<file path="src/rtl/wgsp_pkg.sv">
`timescale 1ns / 1ps
// ----------------------------------------------------------------------------
// wgsp_pkg
// Shared types and constants for the weighted graph shortest path block.
// ----------------------------------------------------------------------------
package wgsp_pkg;

   // Fixed widths of the channel fields.
   localparam int OPCODE_W = 3;
   localparam int VERTEX_W = 4;
   localparam int WEIGHT_W = 16;
   localparam int DIST_W   = 19;
   localparam int DIST_MAX = 524287;

   // Item opcodes.
   typedef enum logic [OPCODE_W-1:0] {
      OP_ADD_VERTEX = 3'd0,
      OP_REM_VERTEX = 3'd1,
      OP_ADD_EDGE   = 3'd2,
      OP_REM_EDGE   = 3'd3,
      OP_UPD_EDGE   = 3'd4,
      OP_PATH       = 3'd5
   } opcode_type;

   // Commands from the controller to the datapath.
   typedef enum logic [3:0] {
      CMD_IDLE,
      CMD_EXEC,
      CMD_WR2,
      CMD_QINIT,
      CMD_SCAN,
      CMD_SDRAIN,
      CMD_SETTLE,
      CMD_RELAX,
      CMD_RDRAIN,
      CMD_WALK_WR,
      CMD_WALK_RD,
      CMD_EMIT_RD,
      CMD_EMIT_OUT,
      CMD_RESP
   } cmd_kind_type;

   typedef struct packed {
      cmd_kind_type kind;
      logic         last;
   } ctl_cmd_type;

   typedef struct packed {
      logic exec_ok;
      logic edge_wr2;
      logic query;
      logic found;
      logic at_goal;
      logic at_start;
      logic rsp_busy;
   } dp_status_type;

endpackage

</file>
<file path="src/rtl/wgsp_ctrl.sv">
`timescale 1ns / 1ps
// ----------------------------------------------------------------------------
// wgsp_ctrl
// Sequencer for graph edits, the Dijkstra scan/relax loop and path output.
// ----------------------------------------------------------------------------
module wgsp_ctrl #(
   parameter int MAX_VERTICES = 16,
   localparam int VW = $clog2(MAX_VERTICES)
) (
   input  logic                    clock,
   input  logic                    reset,
   input  logic                    load,
   output logic                    req_ready,
   input  wgsp_pkg::dp_status_type status,
   output wgsp_pkg::ctl_cmd_type   cmd,
   output logic [VW-1:0]           idx
);

   localparam int CW = VW + 1;

   typedef enum logic [3:0] {
      ST_IDLE, ST_EXEC, ST_WR2, ST_QINIT, ST_SCAN, ST_SDRAIN, ST_SETTLE,
      ST_RELAX, ST_RDRAIN, ST_WALK_WR, ST_WALK_RD, ST_EMIT_RD, ST_EMIT_OUT, ST_RESP
   } state_type;

   state_type     state_ff, state_in;
   logic [CW-1:0] cnt_ff, cnt_in, cnt_m1;
   logic          cnt_end;

   assign cnt_m1  = cnt_ff - CW'(1);
   assign cnt_end = (cnt_ff == CW'(MAX_VERTICES - 1));

   // Next state and counter.
   always_comb begin
      state_in = state_ff;
      cnt_in   = cnt_ff;
      case (state_ff)
         ST_IDLE: if (load) state_in = ST_EXEC;
         ST_EXEC: begin
            if (status.edge_wr2) state_in = ST_WR2;
            else if (status.query) state_in = ST_QINIT;
            else state_in = ST_RESP;
         end
         ST_WR2:   state_in = ST_RESP;
         ST_QINIT: begin
            state_in = ST_SCAN;
            cnt_in   = '0;
         end
         ST_SCAN: begin
            cnt_in = cnt_ff + CW'(1);
            if (cnt_end) state_in = ST_SDRAIN;
         end
         ST_SDRAIN: state_in = ST_SETTLE;
         ST_SETTLE: begin
            cnt_in = '0;
            if (!status.found) state_in = ST_RESP;
            else if (status.at_goal) state_in = ST_WALK_WR;
            else state_in = ST_RELAX;
         end
         ST_RELAX: begin
            cnt_in = cnt_ff + CW'(1);
            if (cnt_end) state_in = ST_RDRAIN;
         end
         ST_RDRAIN: begin
            state_in = ST_SCAN;
            cnt_in   = '0;
         end
         ST_WALK_WR: begin
            cnt_in = cnt_ff + CW'(1);
            if (status.at_start || cnt_end) state_in = ST_EMIT_RD;
            else state_in = ST_WALK_RD;
         end
         ST_WALK_RD: state_in = ST_WALK_WR;
         ST_EMIT_RD: begin
            cnt_in   = cnt_m1;
            state_in = ST_EMIT_OUT;
         end
         ST_EMIT_OUT: begin
            if (!status.rsp_busy) state_in = (cnt_ff == '0) ? ST_IDLE : ST_EMIT_RD;
         end
         ST_RESP: if (!status.rsp_busy) state_in = ST_IDLE;
         default: state_in = ST_IDLE;
      endcase
   end

   // State and counter registers.
   always_ff @(posedge clock) begin
      if (reset) begin
         state_ff <= ST_IDLE;
         cnt_ff   <= '0;
      end else begin
         state_ff <= state_in;
         cnt_ff   <= cnt_in;
      end
   end

   // Command decode.
   always_comb begin
      cmd.last = (cnt_ff == '0);
      idx      = cnt_ff[VW-1:0];
      case (state_ff)
         ST_IDLE:     cmd.kind = wgsp_pkg::CMD_IDLE;
         ST_EXEC:     cmd.kind = wgsp_pkg::CMD_EXEC;
         ST_WR2:      cmd.kind = wgsp_pkg::CMD_WR2;
         ST_QINIT:    cmd.kind = wgsp_pkg::CMD_QINIT;
         ST_SCAN:     cmd.kind = wgsp_pkg::CMD_SCAN;
         ST_SDRAIN:   cmd.kind = wgsp_pkg::CMD_SDRAIN;
         ST_SETTLE:   cmd.kind = wgsp_pkg::CMD_SETTLE;
         ST_RELAX:    cmd.kind = wgsp_pkg::CMD_RELAX;
         ST_RDRAIN:   cmd.kind = wgsp_pkg::CMD_RDRAIN;
         ST_WALK_WR:  cmd.kind = wgsp_pkg::CMD_WALK_WR;
         ST_WALK_RD:  cmd.kind = wgsp_pkg::CMD_WALK_RD;
         ST_EMIT_RD: begin
            cmd.kind = wgsp_pkg::CMD_EMIT_RD;
            idx      = cnt_m1[VW-1:0];
         end
         ST_EMIT_OUT: cmd.kind = wgsp_pkg::CMD_EMIT_OUT;
         ST_RESP:     cmd.kind = wgsp_pkg::CMD_RESP;
         default:     cmd.kind = wgsp_pkg::CMD_IDLE;
      endcase
   end

   assign req_ready = (state_ff == ST_IDLE);

endmodule

</file>
<file path="config.mk">
export PLATFORM = sky130hd
export DESIGN_NAME = wgsp_ctrl
export DESIGN_NICKNAME = d
export VERILOG_FILES = /design/src/rtl/wgsp_pkg.sv /design/src/rtl/wgsp_ctrl.sv
export SDC_FILE = /design/constraint.sdc
export NUM_CORES = 1
export LEC_CHECK = 0
export BUFFER_PORTS_ARGS = -buffer_cell sky130_fd_sc_hd__clkbuf_2
export CORE_MARGIN = 2
export CORE_UTILIZATION = 54
export CTS_CLUSTER_DIAMETER = 100
export CTS_CLUSTER_SIZE = 16
export DETAILED_ROUTE_END_ITERATION = 10
export GPL_TIMING_DRIVEN = 0
export HOLD_SLACK_MARGIN = 0.08
export PLACE_DENSITY = 0.88
export SLEW_MARGIN = 10
export SYNTH_ARGS = -nofsm -noshare
export SYNTH_HDL_FRONTEND = slang
export SYNTH_SLANG_ARGS = --single-unit
</file>
<file path="constraint.sdc">
create_clock -name clock -period 2.9 [get_ports clock]
set_clock_uncertainty 0.15 [all_clocks]
set_input_delay 0.58 -clock clock [delete_from_list [all_inputs] [get_ports clock]]
set_output_delay 0.58 -clock clock [all_outputs]
set_load 0.05 [all_outputs]
</file>
==> qor.csv <==
stage,metric,value,unit
run_status,status,"finished, final reports clean",
timing,Worst-Margin Slew,574.0,ps
detailed_routing,Vias per Instance,6.182,
setup_path,flop2flop setup slack,680,ps
setup_path,Crit. End Element,primary output,
grt,global route overflow,0,
timing,Achievable Freq,384.2,MHz
detailed_routing,# DRC,0,
clocking,CTS buffer count,3,
power,proportion of power drawn by the clock network,11.2,%
setup_path,critical path arrival,1870,ps
power,sw frac,54.07,%
detailed_routing,drt first pass iters,4,
clocking,post-CTS setup buffer count,0,
setup_path,Setup crit start kind,register,
die,initial core utilization,58.42,%
clocking,Post-CTS Resized,0,
die,die extent in y,47.46,um
final_layout,Final #Nets,166,
placement,Final Wtd Congestion,0.9383,
synthesis,synthesized area per cell,7.905,um2
detailed_routing,ANT nets after route,0,
power,Gate power share,70.1,%
power,PwrDens,793.7,mW/mm2
setup_path,Crit path required time,2170,ps
timing,Final min period,2603,ps
synthesis,syn_nets,143,
timing,Final period util,89.76,%
timing,hold_ws,422.1,ps
power,internal power,0.4278,mW
timing,Final Setup Violations,0,
final_layout,share of cells above drive strength 1,27.81,%
power,Reg power frac,18.6,%
timing,RSZ-0062 raised after global routing,no,
final_layout,Layout area overhead,15.09,%
synthesis,asr flop ratio synth,0,%
setup_path,Reg2Reg Depth,7,
clocking,clock slew at reported path FFs,60,ps
synthesis,"top cells by area, synth","dfxtp_1, ha_1, inv_1, nor2_1, a21oi_1",
timing,Max Slew Vio Count,0,
clocking,H-tree Lvls,1,
detailed_routing,drt wl/cell,14.54,um
synthesis,sequential element share of the synthesized area,17.67,%
die,row cnt,15,
synthesis,yosys synthesis warning count,0,
clocking,"Hold-fix buffers, CTS",0,
synthesis,Mapped Cells,129,
placement,post-DP HPWL,1921,um
die,die width,47.46,um
synthesis,commonest cells in the netlist,"inv_1, nor2_1, dfxtp_1",
hold_path,Hold Path Stages,2,
clocking,clk sink count,9,
clocking,deepest clock path buffer count,2,
clocking,CTS tree,done,
grt,largest net degree at the start of global routing,11,
setup_path,WS Path Type,reg -> out,
die,I/O Pins,20,
grt,vias in the first global route,940,
clocking,Worst-Skew Late Latency,270,ps
hold_path,HP Class,reg -> reg,
detailed_routing,Iter 0 DRT Violations,29,
die,die area,0.002252,mm2
synthesis,post-synth top area share,17.67,%
power,largest vdd supply drop,0.0004693,V
placement,number of port buffers,18,
power,Static Leak,0.5002,nW
grt,GRT Total Usage,25.12,%
grt,global-route wire length before repair,3981,um
final_layout,fillers,147,
timing,Slew headroom,61.73,%
die,Core Region,0.001745,mm2
power,Tot Pwr,0.9315,mW
final_layout,design area,0.001174,mm2
synthesis,"flops & latches, synth",9,
synthesis,"area leader, netlist",dfxtp_1,
detailed_routing,via count,1088,
job,max-cap violations,0,
placement,Placement Cell Area,0.001147,mm2
synthesis,Post-synth EDFFs,0,
detailed_routing,Post-Route WL,2559,um
final_layout,Antenna diodes,0,
synthesis,prevailing post-synth register cell,dfxtp_1,
timing,setup TNS,0,ps
synthesis,Post-Syn Area,0.001020,mm2
synthesis,Cell variety after synth,54,
grt,antenna violations before repair,0,
timing,Final Hold Vio Count,0,
setup_path,CP Max Fanout,10,
clocking,clk root buf,clkbuf_4,
power,P_sw,0.5037,mW
logic make-up (layout without fill, tap and decap cells):
| group | Yosys count | after routing | synth area share, % |
|---|---|---|---|
| flip-flops | 9 | 9 | 17.67 |
| AND/OR/NAND/NOR | 49 | 49 | 30.67 |
| adder cells (fa/ha/maj) | 4 | 4 | 4.908 |
| multiplexers | 1 | 1 | 0.9816 |
| buffers and inverters | 23 | 45 | 11.53 |
| XOR/XNOR | 2 | 2 | 1.718 |
| AO/OA/AOI/OAI | 41 | 41 | 32.51 |
worst paths after layout:
kind | startpoint | end
max | state_ff[3] | idx[0]
min | cnt_ff[4] | cnt_ff[4]
max reg2reg | cnt_ff[0] | state_ff[1]
min reg2reg | cnt_ff[4] | cnt_ff[4]
flip-flops by register name, indices dropped and copies added (netlist names):
signal	count
state_ff	4
cnt_ff	5
layout make-up:
cell class / count / area (um2) / area share (%)
Clock buffer: 4 / 26.28 / 2.239
Tap cell: 25 / 31.28 / 2.665
Timing Repair Buffer: 18 / 90.09 / 7.676
Multi-Input combinational cell: 97 / 728.2 / 62.05
Inverter: 12 / 45.04 / 3.838
Sequential cell: 9 / 180.2 / 15.35
Buffer: 11 / 72.57 / 6.183
cells in the final DEF, fill, tap and decap left out, drive strengths merged, types with 3 or more instances in the layout:
cell,count
a211oi,3
a21oi,7
buf,9
clkbuf,24
dfxtp,9
ha,4
inv,12
nand2,5
nand2b,5
nand3,3
nor2,11
nor3b,3
nor4,6
o21ai,5
o22ai,3
o31ai,4
per-layer routing:
| layer | global-route usage, % | share of wire (%) |
|---|---|---|
| met1 | 33.64 | 45 |
| met2 | 40.00 | 48 |
| met3 | 1.509 | 5.3 |
| met4 | 14.44 | 1.6 |
| met5 | 0 | 0 |
critical path, stage by stage (launching register included):
cell and delay [ps]:
dfxtp_1 410, buf_4 210, nand4b_2 210, inv_1 210, ha_1 260, inv_1 50
clkbuf_2 260
stage by stage:
stage                     std cells  util (%)  setup WS [ps]
after floorplan                 129         -          396.7
after global placement          172     65.73          610.0
after detailed placement        172     65.73          602.7
after CTS                       176     67.24          305.6
after global routing            176     67.24          186.2
final                           176     67.24          297.0
power by group through the flow:
| stage | logic [mW] | clock network (mW) | registers [mW] |
|---|---|---|---|
| 4_1_cts | 0.649 | 0.104 | 0.173 |
| 5_1_grt | 0.697 | 0.110 | 0.178 |
| 6_report | 0.653 | 0.105 | 0.173 |
| 3_3_place_gp | 0.634 | 0 | 0.174 |
| 3_5_place_dp | 0.648 | 0 | 0.176 |
| 2_1_floorplan | 0.531 | 0 | 0.170 |
Note: power is estimated with default switching activity, not from simulation.
